**config.mk**
```make
export PLATFORM = sky130hd
export DESIGN_NAME = multi_slot_delay_repeat_timer
export DESIGN_NICKNAME = d
export VERILOG_FILES = /design/src/design/msdrt_pkg.sv /design/src/design/multi_slot_delay_repeat_timer.sv /design/src/design/msdrt_ram.sv /design/src/design/msdrt_slot_update.sv
export SDC_FILE = /design/constraint.sdc
export NUM_CORES = 2
export LEC_CHECK = 0
export ABC_AREA = 1
export BUFFER_PORTS_ARGS = -buffer_cell sky130_fd_sc_hd__buf_2
export CAP_MARGIN = 30
export CORE_ASPECT_RATIO = 1.2
export CORE_MARGIN = 1.5
export CORE_UTILIZATION = 40
export DETAILED_ROUTE_END_ITERATION = 10
export PLACE_DENSITY = 0.67
export SYNTH_ARGS = -nofsm -noshare
export SYNTH_HDL_FRONTEND = slang
export SYNTH_SLANG_ARGS = --single-unit
```
**constraint.sdc**
```tcl
create_clock -name aclk -period 5.8 [get_ports aclk]
set_input_delay 0.29 -clock aclk [delete_from_list [all_inputs] [get_ports aclk]]
set_output_delay 0.29 -clock aclk [all_outputs]
set_load 0.01 [all_outputs]
```
**src/design/msdrt_pkg.sv**
```systemverilog
// Shared types, codes and time arithmetic for the multi-slot delay/repeat timer.
// No dependencies; imported by the top level and msdrt_slot_update.
`timescale 1ns / 1ps
`default_nettype none

package msdrt_pkg;

    localparam int SLOTS       = 16;
    localparam int TIME_BITS   = 32;
    localparam int MAX_RESULTS = 16;

    localparam int SLOT_BITS  = (SLOTS > 1) ? $clog2(SLOTS) : 1;
    localparam int REP_BITS   = $clog2(MAX_RESULTS + 1);
    localparam int DUR_BITS   = 31;
    localparam int COUNT_BITS = 24;
    localparam int SUB_BITS   = ((TIME_BITS > 32) ? TIME_BITS : 32) + 1;

    // field widths on the ports
    localparam int CMD_BITS     = 2;
    localparam int KIND_BITS    = 3;
    localparam int IN_SLOT_BITS = 4;

    localparam logic [CMD_BITS-1:0] CMD_TICK    = 2'd0;
    localparam logic [CMD_BITS-1:0] CMD_CREATE  = 2'd1;
    localparam logic [CMD_BITS-1:0] CMD_DESTROY = 2'd2;

    localparam logic [KIND_BITS-1:0] KIND_CREATED  = 3'd0;
    localparam logic [KIND_BITS-1:0] KIND_REJECTED = 3'd1;
    localparam logic [KIND_BITS-1:0] KIND_DESTROY  = 3'd2;
    localparam logic [KIND_BITS-1:0] KIND_FIRED    = 3'd3;
    localparam logic [KIND_BITS-1:0] KIND_NONE     = 3'd4;

    typedef logic signed [TIME_BITS-1:0] time_t;

    localparam time_t TIME_MIN = {1'b1, {(TIME_BITS-1){1'b0}}};
    localparam time_t TIME_MAX = {1'b0, {(TIME_BITS-1){1'b1}}};

    // per-slot record held in the main slot memory
    typedef struct packed {
        logic [COUNT_BITS-1:0] count_left;
        time_t                 gap_length;
        time_t                 delay_left;
    } slot_rec_t;

    localparam int REC_BITS = $bits(slot_rec_t);

    typedef struct packed {
        logic fire;
        logic ended;
    } upd_status_t;

    // a - d, clamped at the signed minimum
    function automatic time_t sat_sub(input time_t a, input logic [DUR_BITS-1:0] d);
        logic signed [SUB_BITS-1:0] diff;
        logic signed [SUB_BITS-1:0] floor_v;
        diff    = SUB_BITS'(a) - $signed(SUB_BITS'(d));
        floor_v = SUB_BITS'(TIME_MIN);
        if (diff < floor_v) begin
            return TIME_MIN;
        end
        return TIME_BITS'(diff);
    endfunction

    // unsigned duration into signed time, clamped at the signed maximum
    function automatic time_t load_time(input logic [DUR_BITS-1:0] v);
        logic [63:0] wide;
        wide = 64'(v);
        if (wide > 64'(TIME_MAX)) begin
            return TIME_MAX;
        end
        return TIME_BITS'(wide);
    endfunction

endpackage

`default_nettype wire

```
**src/design/multi_slot_delay_repeat_timer.sv**
```systemverilog
// Top level of the multi-slot delay/repeat timer: command decode, slot sweep, result queue.
// Depends on msdrt_pkg, msdrt_ram and msdrt_slot_update.
`timescale 1ns / 1ps
`default_nettype none

// Table of SLOTS timers. Create and destroy each give one result item. A tick
// is accepted while the slots marked for destroy are freed; then each slot in
// turn gets a read-modify-write of the slot memories (read issued ahead of the
// update, written back as the next slot is read), and a flush state releases
// the final result. Backpressure on m_ stalls the sweep. Each firing gives a
// FIRED item in slot order (at most MAX_RESULTS reported); a tick with no firing
// gives one NONE item. Timer values live in two RAMs; the four flag bits per slot
// are flops cleared by reset. Times are signed TIME_BITS microsecond counts.
module multi_slot_delay_repeat_timer
    import msdrt_pkg::*;
(
    input  wire logic         aclk,
    input  wire logic         aresetn,
    // input items
    input  wire logic         s_tvalid,
    output logic              s_tready,
    input  wire logic [127:0] s_tdata,  // slot[3:0], repeat_mode[4], delay_us[35:5],
                                        // gap_us[66:36], repeat_count[90:67],
                                        // delta_us[121:91], zero fill
    input  wire logic [1:0]   s_tuser,  // cmd[1:0]
    // result items
    output logic              m_tvalid,
    input  wire logic         m_tready,
    output logic [7:0]        m_tdata,  // out_slot[3:0], zero fill
    output logic [2:0]        m_tuser,  // kind[2:0]
    output logic              m_tlast   // last
);

    localparam logic [1:0] ST_IDLE  = 2'd0;
    localparam logic [1:0] ST_SWEEP = 2'd1;
    localparam logic [1:0] ST_FLUSH = 2'd2;

    // input field unpack
    logic [CMD_BITS-1:0]     in_cmd;
    logic [IN_SLOT_BITS-1:0] in_slot;
    logic                    in_mode;
    logic [DUR_BITS-1:0]     in_delay;
    logic [DUR_BITS-1:0]     in_gap;
    logic [COUNT_BITS-1:0]   in_count;
    logic [DUR_BITS-1:0]     in_delta;

    assign in_cmd   = s_tuser;
    assign in_slot  = s_tdata[3:0];
    assign in_mode  = s_tdata[4];
    assign in_delay = s_tdata[35:5];
    assign in_gap   = s_tdata[66:36];
    assign in_count = s_tdata[90:67];
    assign in_delta = s_tdata[121:91];

    // control state
    logic [1:0]           state_reg, state_next;
    logic [SLOT_BITS-1:0] idx_reg, idx_next;
    logic [REP_BITS-1:0]  rep_cnt_reg, rep_cnt_next;
    logic                 hold_valid_reg, hold_valid_next;
    logic                 m_valid_reg, m_valid_next;
    logic [SLOTS-1:0]     active_reg, active_next;
    logic [SLOTS-1:0]     ended_reg, ended_next;
    logic [SLOTS-1:0]     pending_reg, pending_next;
    logic [SLOTS-1:0]     repeat_reg, repeat_next;

    // payload
    logic [DUR_BITS-1:0]     delta_reg, delta_next;
    logic [SLOT_BITS-1:0]    hold_slot_reg, hold_slot_next;
    logic [KIND_BITS-1:0]    m_kind_reg, m_kind_next;
    logic [IN_SLOT_BITS-1:0] m_slot_reg, m_slot_next;
    logic                    m_last_reg, m_last_next;

    // memory ports
    logic                 rec_we, gap_we;
    logic [SLOT_BITS-1:0] waddr, raddr;
    slot_rec_t            rec_wdata, rec_rdata, rec_upd;
    time_t                gap_wdata, gap_rdata, gap_upd;
    upd_status_t          upd_status;

    logic                 out_free;
    logic                 in_acc;
    logic                 in_range;
    logic [SLOT_BITS-1:0] cslot;
    logic                 live;
    logic                 report;
    logic                 stall;

    msdrt_ram #(.WIDTH(REC_BITS), .DEPTH(SLOTS)) u_rec_ram (
        .clk   (aclk),
        .we    (rec_we),
        .waddr (waddr),
        .wdata (rec_wdata),
        .raddr (raddr),
        .rdata (rec_rdata)
    );

    msdrt_ram #(.WIDTH(TIME_BITS), .DEPTH(SLOTS)) u_gap_ram (
        .clk   (aclk),
        .we    (gap_we),
        .waddr (waddr),
        .wdata (gap_wdata),
        .raddr (raddr),
        .rdata (gap_rdata)
    );

    msdrt_slot_update u_update (
        .rec          (rec_rdata),
        .gap_left     (gap_rdata),
        .is_repeat    (repeat_reg[idx_reg]),
        .delta        (delta_reg),
        .rec_new      (rec_upd),
        .gap_left_new (gap_upd),
        .status       (upd_status)
    );

    always_comb begin
        state_next      = state_reg;
        idx_next        = idx_reg;
        rep_cnt_next    = rep_cnt_reg;
        hold_valid_next = hold_valid_reg;
        active_next     = active_reg;
        ended_next      = ended_reg;
        pending_next    = pending_reg;
        repeat_next     = repeat_reg;
        delta_next      = delta_reg;
        hold_slot_next  = hold_slot_reg;
        m_kind_next     = m_kind_reg;
        m_slot_next     = m_slot_reg;
        m_last_next     = m_last_reg;

        out_free     = !m_valid_reg || m_tready;
        s_tready     = (state_reg == ST_IDLE) && out_free;
        in_acc       = s_tvalid && s_tready;
        m_valid_next = m_valid_reg && !m_tready;

        in_range = (32'(in_slot) < SLOTS);
        cslot    = SLOT_BITS'(in_slot);
        live     = active_reg[idx_reg] && !ended_reg[idx_reg];
        report   = live && upd_status.fire && (rep_cnt_reg < REP_BITS'(MAX_RESULTS));
        stall    = report && hold_valid_reg && !out_free;

        rec_we    = 1'b0;
        gap_we    = 1'b0;
        waddr     = idx_reg;
        raddr     = idx_reg;
        rec_wdata = rec_upd;
        gap_wdata = gap_upd;

        unique case (state_reg)
            ST_IDLE: begin
                if (in_acc) begin
                    unique case (in_cmd)
                        CMD_CREATE: begin
                            m_valid_next = 1'b1;
                            m_slot_next  = in_slot;
                            m_last_next  = 1'b1;
                            if (!in_range || (active_reg[cslot] && !ended_reg[cslot])) begin
                                m_kind_next = KIND_REJECTED;
                            end else begin
                                m_kind_next = KIND_CREATED;
                                waddr       = cslot;
                                rec_we      = 1'b1;
                                rec_wdata.count_left = in_count;
                                rec_wdata.gap_length = load_time(in_gap);
                                rec_wdata.delay_left = load_time(in_delay);
                                // first arming clears gap_left; re-arm keeps it
                                gap_we    = !active_reg[cslot];
                                gap_wdata = '0;
                                active_next[cslot] = 1'b1;
                                ended_next[cslot]  = 1'b0;
                                repeat_next[cslot] = in_mode;
                            end
                        end
                        CMD_DESTROY: begin
                            m_valid_next = 1'b1;
                            m_kind_next  = KIND_DESTROY;
                            m_slot_next  = in_slot;
                            m_last_next  = 1'b1;
                            if (in_range && active_reg[cslot]) begin
                                pending_next[cslot] = 1'b1;
                            end
                        end
                        CMD_TICK: begin
                            // free marked slots before the sweep
                            active_next     = active_reg & ~pending_reg;
                            ended_next      = ended_reg & ~pending_reg;
                            pending_next    = '0;
                            delta_next      = in_delta;
                            idx_next        = '0;
                            raddr           = '0;
                            rep_cnt_next    = '0;
                            hold_valid_next = 1'b0;
                            state_next      = ST_SWEEP;
                        end
                        default: begin
                        end
                    endcase
                end
            end
            ST_SWEEP: begin
                if (!stall) begin
                    if (live) begin
                        rec_we              = 1'b1;
                        gap_we              = 1'b1;
                        ended_next[idx_reg] = upd_status.ended;
                    end
                    if (report) begin
                        // a newer firing releases the held one as not-last
                        if (hold_valid_reg) begin
                            m_valid_next = 1'b1;
                            m_kind_next  = KIND_FIRED;
                            m_slot_next  = IN_SLOT_BITS'(hold_slot_reg);
                            m_last_next  = 1'b0;
                        end
                        hold_valid_next = 1'b1;
                        hold_slot_next  = idx_reg;
                        rep_cnt_next    = rep_cnt_reg + REP_BITS'(1);
                    end
                    if (idx_reg == SLOT_BITS'(SLOTS - 1)) begin
                        state_next = ST_FLUSH;
                    end else begin
                        idx_next = idx_reg + SLOT_BITS'(1);
                        raddr    = idx_reg + SLOT_BITS'(1);
                    end
                end
            end
            ST_FLUSH: begin
                if (out_free) begin
                    m_valid_next    = 1'b1;
                    m_last_next     = 1'b1;
                    m_kind_next     = hold_valid_reg ? KIND_FIRED : KIND_NONE;
                    m_slot_next     = hold_valid_reg ? IN_SLOT_BITS'(hold_slot_reg) : '0;
                    hold_valid_next = 1'b0;
                    state_next      = ST_IDLE;
                end
            end
            default: begin
                state_next = ST_IDLE;
            end
        endcase
    end

    always_ff @(posedge aclk) begin
        if (!aresetn) begin
            state_reg      <= ST_IDLE;
            idx_reg        <= '0;
            rep_cnt_reg    <= '0;
            hold_valid_reg <= 1'b0;
            m_valid_reg    <= 1'b0;
            active_reg     <= '0;
            ended_reg      <= '0;
            pending_reg    <= '0;
            repeat_reg     <= '0;
        end else begin
            state_reg      <= state_next;
            idx_reg        <= idx_next;
            rep_cnt_reg    <= rep_cnt_next;
            hold_valid_reg <= hold_valid_next;
            m_valid_reg    <= m_valid_next;
            active_reg     <= active_next;
            ended_reg      <= ended_next;
            pending_reg    <= pending_next;
            repeat_reg     <= repeat_next;
        end
    end

    always_ff @(posedge aclk) begin
        delta_reg     <= delta_next;
        hold_slot_reg <= hold_slot_next;
        m_kind_reg    <= m_kind_next;
        m_slot_reg    <= m_slot_next;
        m_last_reg    <= m_last_next;
    end

    assign m_tvalid = m_valid_reg;
    assign m_tdata  = {4'b0000, m_slot_reg};
    assign m_tuser  = m_kind_reg;
    assign m_tlast  = m_last_reg;

endmodule

`default_nettype wire

```
**src/design/msdrt_ram.sv**
```systemverilog
// Generic simple dual-port RAM, one write and one registered read port.
// No dependencies.
`timescale 1ns / 1ps
`default_nettype none

module msdrt_ram #(
    parameter int WIDTH = 8,
    parameter int DEPTH = 16
) (
    input  wire logic                                   clk,
    input  wire logic                                   we,
    input  wire logic [((DEPTH > 1) ? $clog2(DEPTH) : 1)-1:0] waddr,
    input  wire logic [WIDTH-1:0]                       wdata,
    input  wire logic [((DEPTH > 1) ? $clog2(DEPTH) : 1)-1:0] raddr,
    output logic      [WIDTH-1:0]                       rdata
);

    logic [WIDTH-1:0] mem [DEPTH];

    always_ff @(posedge clk) begin
        if (we) begin
            mem[waddr] <= wdata;
        end
        rdata <= mem[raddr];
    end

endmodule

`default_nettype wire

```
**src/design/msdrt_slot_update.sv**
```systemverilog
// Per-slot tick update: firing test, count/gap/delay bookkeeping.
// Depends on msdrt_pkg.
`timescale 1ns / 1ps
`default_nettype none

module msdrt_slot_update
    import msdrt_pkg::*;
(
    input  wire slot_rec_t              rec,
    input  wire time_t                  gap_left,
    input  wire logic                   is_repeat,
    input  wire logic [DUR_BITS-1:0]    delta,
    output slot_rec_t                   rec_new,
    output time_t                       gap_left_new,
    output upd_status_t                 status
);

    logic                  used_up;
    logic                  rep_fire;
    logic [COUNT_BITS-1:0] cnt1;
    time_t                 gap1;

    always_comb begin
        used_up  = (rec.delay_left <= 0);
        rep_fire = (rec.count_left != '0) && used_up && (gap_left <= 0);
        cnt1     = rep_fire ? rec.count_left - COUNT_BITS'(1) : rec.count_left;
        gap1     = rep_fire ? rec.gap_length : gap_left;

        rec_new.gap_length = rec.gap_length;
        rec_new.delay_left = sat_sub(rec.delay_left, delta);

        if (is_repeat) begin
            rec_new.count_left = cnt1;
            gap_left_new       = used_up ? sat_sub(gap1, delta) : gap1;
            status.fire        = rep_fire;
            status.ended       = (cnt1 == '0);
        end else begin
            rec_new.count_left = rec.count_left;
            gap_left_new       = gap_left;
            status.fire        = used_up;
            status.ended       = used_up;
        end
    end

endmodule

`default_nettype wire
```
# Word-level counts from Yosys, hierarchy flattened
# Memories as Yosys holds them, arrays and structs flattened. A register that Yosys moved wholly into a read port is not among the register bits.
# Index checks and enable logic that the tools add are counted.
[word_totals]
regBits = 120
latch_bits = 0
ramBits = 1920
mem_bits_ro = 0
input_bits = 134
output_inout_bits = 14
elab_cells = 216
memories = 2
[mem_list]
columns = ["name", "depth", "word_bits", "rd", "rd_ports_with_merged_regs", "write_ports", "line_no", "rtl"]
rows = [
  ["u_rec_ram.mem", 16, 88, 1, 1, 1, "msdrt_ram.sv:18", "logic [WIDTH-1:0] mem [DEPTH];"],
  ["u_gap_ram.mem", 16, 32, 1, 1, 1, "msdrt_ram.sv:18", ""],
]
[op_classes]
add_sub_neg = 5
n_mul = 0
div = 0
order_cmp = 9
n_eq_ne = 19
shift = 0
mux = 118
n_bitwise = 9
n_reduce_logical = 40
[ops]
columns = ["op", "count"]
rows = [
  ["2-to-1 mux 32 bit", 11],
  ["2-to-1 mux 88 bit", 4],
  ["one-hot mux 16 bit (2 select lines)", 4],
  ["2-to-1 mux 16 bit", 6],
  ["less-than comparator 33 x 32 -> 1 bit, second input constant", 2],
  ["subtractor 32 x 32 -> 33 bit", 2],
  ["<= comparator 32 x 1 -> 1 bit, second input constant", 2],
  ["2-to-1 mux 4 bit", 15],
  ["AND 16 bit", 3],
  ["2-to-1 mux 24 bit", 2],
  ["2-to-1 mux 1 bit", 40],
  ["bitwise mux 16 bit", 2],
  ["inverter 16 bit", 2],
  ["bitwise OR 16 bit", 2],
  ["logical NOT 24 bit", 1],
  ["nonzero test 24 bit", 1],
  ["subtractor 24 x 1 -> 24 bit, second input constant", 1],
  ["binary-select mux 1 bit (select 4 bit)", 5],
  ["2-to-1 mux 5 bit", 4],
  ["inequality test 2 bit, second input constant", 10],
  ["2-to-1 mux 3 bit", 6],
  ["AND reduction 7 bit", 2],
  ["logical AND 1 bit", 13],
  ["2-to-1 mux 2 bit", 6],
  ["other kinds (31)", 54],
]

# Depth between registers and ports, before layout
[depth]
depth_word = 15
ltp_mapped = 29
ltp_nobuf = 24

# Hierarchy
# A second synthesis with hierarchy kept.
[hier_totals]
cells_unflattened = 10647
hier_area_um2 = 99975.9
[modules_own_cells]
columns = ["mod", "instances", "cells_each", "area_each_um2"]
rows = [
  ["msdrt_ram at u_rec_ram", 1, 5778, 61702.9],
  ["msdrt_ram at u_gap_ram", 1, 2120, 22744.3],
  ["multi_slot_delay_repeat_timer", 1, 1304, 8075.2],
  ["msdrt_slot_update", 1, 1445, 7453.4],
]

# Worst setup path after synthesis
# Ideal clock, no wire load.
[synth_timing]
kind = "input to register"
startpoint = "input port s_tdata[0]"
endpoint = "memory u_rec_ram.mem[0][0] (netlist bit) (enable)"
arrival_time_ps = 5723
required_ps = 5265
setup_slack_ps = -458
path_stages = 17
cell_sequence = "inv_1 -> nor2_1 -> inv_1 -> buf_2 -> o22ai_1 -> o21ai_0 -> nand2_1 -> inv_1 -> nand4_1 -> nand2_1 -> clkbuf_1 -> nand2_1 -> o21ai_0 -> inv_1 -> nor2_1 -> nand2_1 -> nor2_1"
[synth_via]
elab_chain_len = 10
[synth_lines]
columns = ["element", "line_no", "rtl"]
rows = [
  ["start, declared", "multi_slot_delay_repeat_timer.sv:22", "input wire logic [127:0] s_tdata,"],
  ["binary-select mux 1 bit (select 4 bit)", "multi_slot_delay_repeat_timer.sv:157", "if (!in_range || (active_reg[cslot] && !ended_reg[cslot])) begin"],
  ["2-to-1 mux 1 bit (implied by the code)", "multi_slot_delay_repeat_timer.sv:157", ""],
  ["logical NOT 1 bit", "multi_slot_delay_repeat_timer.sv:157", ""],
  ["logical AND 1 bit", "multi_slot_delay_repeat_timer.sv:157", ""],
  ["2-to-1 mux 1 bit", "multi_slot_delay_repeat_timer.sv:157", ""],
  ["2-to-1 mux 1 bit", "multi_slot_delay_repeat_timer.sv:152", "unique case (in_cmd)"],
  ["2-to-1 mux 1 bit", "multi_slot_delay_repeat_timer.sv:151", "if (in_acc) begin"],
  ["one-hot mux 1 bit (2 select lines)", "multi_slot_delay_repeat_timer.sv:149", "unique case (state_reg)"],
  ["2-to-1 mux 1 bit", "msdrt_ram.sv:21", "if (we) begin"],
  ["2-to-1 mux 1 bit (implied by the code)", "msdrt_ram.sv:22", "mem[waddr] <= wdata;"],
  ["end, declared", "msdrt_ram.sv:18", ""],
]
# Parallel ways exist; a longest one is shown, timed or not. The select of a mux whose other input is x is not followed.

# Worst setup path in the final report
[layout_timing]
startpoint = "register u_rec_ram.rdata[64], read port of u_rec_ram.mem"
endpoint = "memory u_gap_ram.mem[4][7] (netlist bit) (data pin)"
[layout_via]
elab_chain_len = 15
[layout_lines]
columns = ["element", "line_no", "rtl"]
rows = [
  ["start, declared", "msdrt_ram.sv:15", "output logic [WIDTH-1:0] rdata"],
  ["nonzero test 24 bit *", "msdrt_slot_update.sv:25", "rep_fire = (rec.count_left != '0) && used_up && (gap_left <= 0);"],
  ["logical AND 1 bit * (2 in series)", "msdrt_slot_update.sv:25", ""],
  ["2-to-1 mux 32 bit *", "msdrt_slot_update.sv:27", "gap1 = rep_fire ? rec.gap_length : gap_left;"],
  ["subtractor 32 x 32 -> 33 bit", "msdrt_pkg.sv:56", "diff = SUB_BITS'(a) - $signed(SUB_BITS'(d));"],
  ["less-than comparator 33 x 32 -> 1 bit", "msdrt_pkg.sv:58", "if (diff < floor_v) begin"],
  ["2-to-1 mux 1 bit", "msdrt_pkg.sv:58", ""],
  ["2-to-1 mux 1 bit", "msdrt_slot_update.sv:32", "if (is_repeat) begin"],
  ["2-to-1 mux 32 bit", "msdrt_pkg.sv:61", "return TIME_BITS'(diff);"],
  ["2-to-1 mux 32 bit *", "msdrt_slot_update.sv:34", "gap_left_new = used_up ? sat_sub(gap1, delta) : gap1;"],
  ["2-to-1 mux 32 bit *", "msdrt_slot_update.sv:32", ""],
  ["2-to-1 mux 32 bit", "multi_slot_delay_repeat_timer.sv:157", ""],
  ["2-to-1 mux 32 bit", "multi_slot_delay_repeat_timer.sv:152", ""],
  ["2-to-1 mux 32 bit", "multi_slot_delay_repeat_timer.sv:151", ""],
  ["2-to-1 mux 32 bit *", "multi_slot_delay_repeat_timer.sv:149", ""],
  ["net gap_wdata[7]", "multi_slot_delay_repeat_timer.sv:77", "time_t gap_wdata, gap_rdata, gap_upd;"],
  ["end, declared", "msdrt_ram.sv:18", ""],
]
# Mark *: on every way through the listed nets, which the timed path passes. The rest lies on a longest branch. The select of a mux whose other input is x is not followed.

==> flow_summary.ini <==
[route]
num_vias = 73900
drc = 0
dr.pass1.iters = 8
drt-total-wl_mm = 297
drtIter0Drc = 9401
ant_nets = 0
via_per_inst = 5.48
wl_per_cell_um = 22.0

[yosys]
synthArstFlopShare_pct = 0
netlist_area_mm2 = 0.0986
synth_top_area_share_pct = 59.8
synthDistinctLibCells = 55
syn_avg_cell_area_um2 = 9.90
ys_warn_count = 0
yosysTopAreaCell = edfxtp_1
synth_edf_count = 1963
ys.flop_type = edfxtp_1
synth_area_leaders = edfxtp_1 60%, nand3_1 12%, nand2_1 8.2%, inv_1 5.5%, dfxtp_1 4.0%
yosys_register_bits = 2160
synthCells = 9955
yosysSeqAreaShare_pct = 63.8

[die]
start_util_pct = 40.2
dieArea_mm2 = 0.249
ios = 148
die_y_um = 547
placement_rows = 199
core_area_mm2 = 0.245
die_w_um = 456

[clocking]
cts.sinks = 2160
cts_max_level = 4
clk_latency_ns = 0.90
clockBufferDepth = 4
cts-root-buf = clkbuf_16
cts_buffers = 216
clk_pin_slew_worst_paths_ns = 0.07
cts_tree = done

[final_layout]
largest_reg_flops = 1408
drive_gt1_share_pct = 8.30
largest-register = u_rec_ram.mem
nets = 10300
nFillCells = 22200
top_regs = u_rec_ram.mem (1408), u_gap_ram.mem (512), u_rec_ram.rdata (88)
areaGrowthSynthToFinish_pct = 13.7

[hold_path]
hold_depth = 4
hold_path_class = in2reg
hold_path.startpoint = s_tdata[5]
min_to = u_rec_ram.mem[9][0]$_DFFE_PP_

[timing]
fin_worst_skew_ns = 0.0771
period_minus_slack_ns = 5.37
max_freq_mhz = 186
whs_ns = 0.0179
period_share_pct = 92.5
drv_slew = 0
worst_slew_pin_slew_ns = 1.49
hold_viol_final = 0
setup_viol = 0
rsz0062_at_grt = no
setup-tns-final_ns = 0
relSlewSlack_pct = 0.901

[outcome]
outcome = finished, final reports clean

[critical_path]
crit_path_max_fanout = 37
start_kind = flip-flop
rr_endpoint = u_gap_ram.mem[4][7]$_DFFE_PP_
rrSetupSlack_ns = 0.43
critPathKind = reg2reg
worstReg2RegStart = u_rec_ram.rdata[64]$_DFF_P_
endpoint_kind = flip-flop
reg2reg_depth = 22
arrival_ns = 6.05
worst-endpoint-required_ns = 6.48

[global_route]
grt_pass1_vias = 70200
grt_antenna_before_repair = 8
grt_max_degree = 204
grt_pass1_wl_mm = 440
grtUsageTotal_pct = 23.0
grt_overflow_total = 0

[placed_design]
gp_congestion = 0.905
port_buffers = 137
place.detailed.hpwl_mm = 169

[run]
drv_cap = 0

[power_and_ir_drop]
finalPower_w = 0.0545
powerDensity_mw_per_mm2 = 487
p_leak_nw = 45.0
ir_drop_mv = 0.269
through the flow:
stage	std cells	worst slack (ns)	utilization (%)	instance area, um2
CTS	13500	0.276	45.7	112000
finish	13500	0.434	45.7	112000
floorplan	9958	-0.447	-	98600
global placement	13000	0.306	42.6	104000
global route	13500	0.0687	45.7	112000
detailed placement	13000	0.342	42.7	105000
worst max-delay path by stage:
| stage | to | slack [ns] | cells past startpoint | from |
|---|---|---|---|---|
| 2_1_floorplan | u_rec_ram.mem[15][0]$_DFFE_PP_ | -0.45 | 15 | u_rec_ram.rdata[64]$_DFF_P_ |
| 3_3_place_gp | u_gap_ram.mem[10][8]$_DFFE_PP_ | 0.31 | 22 | u_rec_ram.rdata[64]$_DFF_P_ |
| 3_5_place_dp | u_gap_ram.mem[8][7]$_DFFE_PP_ | 0.34 | 22 | u_rec_ram.rdata[64]$_DFF_P_ |
| 4_1_cts | u_gap_ram.mem[4][7]$_DFFE_PP_ | 0.28 | 22 | u_rec_ram.rdata[64]$_DFF_P_ |
| 5_1_grt | u_gap_ram.mem[4][7]$_DFFE_PP_ | 0.07 | 22 | u_rec_ram.rdata[64]$_DFF_P_ |
| 6_report | u_gap_ram.mem[4][7]$_DFFE_PP_ | 0.43 | 22 | u_rec_ram.rdata[64]$_DFF_P_ |
where the power goes:
group          switching [W]  internal, W  leakage [nW]
logic                 0.0135      0.00570          22.3
clock network        0.00599      0.00786          3.41
registers           0.000574       0.0209          19.3
total                 0.0201       0.0345          45.0
layout make-up:
| class | instances | area, um2 | area share, % |
|---|---|---|---|
| clock buffers | 288 | 5930 | 5.29 |
| repair buffers | 522 | 4930 | 4.40 |
| well taps | 3216 | 4020 | 3.59 |
| multi-input cells | 5738 | 27800 | 24.8 |
| flip-flops and latches | 2160 | 62900 | 56.1 |
| inverters | 1460 | 5510 | 4.92 |
| clock inverters | 104 | 1000 | 0.896 |
| diodes | 2 | 5.00 | 0.00447 |
synth_stat cells (39+ instances only):
cell type	number
nand3_1	2298
clkbuf_1	245
ha_1	75
dfxtp_1	197
buf_4	39
o21ai_0	262
buf_2	254
inv_1	1450
edfxtp_1	1963
buf_1	54
nor2_1	280
a21oi_1	196
nand2_1	2143
nand3b_1	246
critical path, cell delays in order, from the launching register on:
cell      delay, ns
dfxtp_1        0.32
inv_1          0.13
ha_1           0.25
inv_1          0.09
nor3_2         0.34
nand3_2        0.36
nand3_4        0.29
buf_4          0.37
buf_4          0.36
o21ai_0        0.14
ha_1           0.36
nand2_1        0.12
nor2_1         0.16
inv_1          0.08
nor4_1         0.27
nand2_1        0.12
a21oi_1        0.19
nor2_1         0.09
a21boi_2       0.17
buf_4          0.29
a21oi_1        0.11
nor2_1         0.27
buf_4          0.26
cell families (layout without fill, tap and decap cells):
| group | after synthesis | after routing | synth area share [%] |
|---|---|---|---|
| flip-flops | 2160 | 2160 | 63.8 |
| AO/OA/AOI/OAI | 550 | 550 | 3.02 |
| AND/OR/NAND/NOR | 5043 | 5043 | 23.3 |
| other | 1 | 6 | 0.00380 |
| buffers and inverters | 2060 | 2374 | 8.38 |
| multiplexers | 1 | 1 | 0.0102 |
| XOR/XNOR | 63 | 63 | 0.560 |
| adder cells (fa/ha/maj) | 77 | 77 | 0.992 |
placed cells by master (no fill, tap or decap), drive strengths merged, types with 4 or more instances in the layout:
master	netlist	routed
xnor2	26	26
ha	75	75
a221oi	6	6
nand3	2300	2300
clkinv	1	73
edfxtp	1963	1963
inv	1459	1469
o21ai	267	267
nor2	284	284
or2	8	8
nand4	19	19
nor4	7	7
a21boi	7	7
nor3	29	29
clkinvlp	0	7
conb	1	4
buf	355	459
nand2	2148	2148
bufinv	0	15
dfxtp	197	197
o21bai	4	4
o22ai	17	17
xor2	37	37
nand3b	246	246
o21a	17	17
dlygate4sd3	0	63
a21o	11	11
o2111ai	4	4
clkbuf	245	288
a31oi	9	9
a21oi	197	197
layer usage:
layer | vias up | global-route usage (%) | wire, um
li1 | 33700 | - | -
met1 | 35500 | 30.0 | 116000
met2 | 3874 | 37.7 | 139000
met3 | 739 | 3.07 | 25300
met4 | 4 | 11.8 | 16200
met5 | - | 0 | 26
repair_timing:
action | 4_1_cts | 5_1_grt
endpoints found under the setup margin | 0 | 149
hold endpoints to repair | 404 | 1
hold buffers | 62 | 1
setup buffers | 0 | 0
gates resized for setup | 0 | 1
Note: power is estimated with default switching activity, not from simulation.
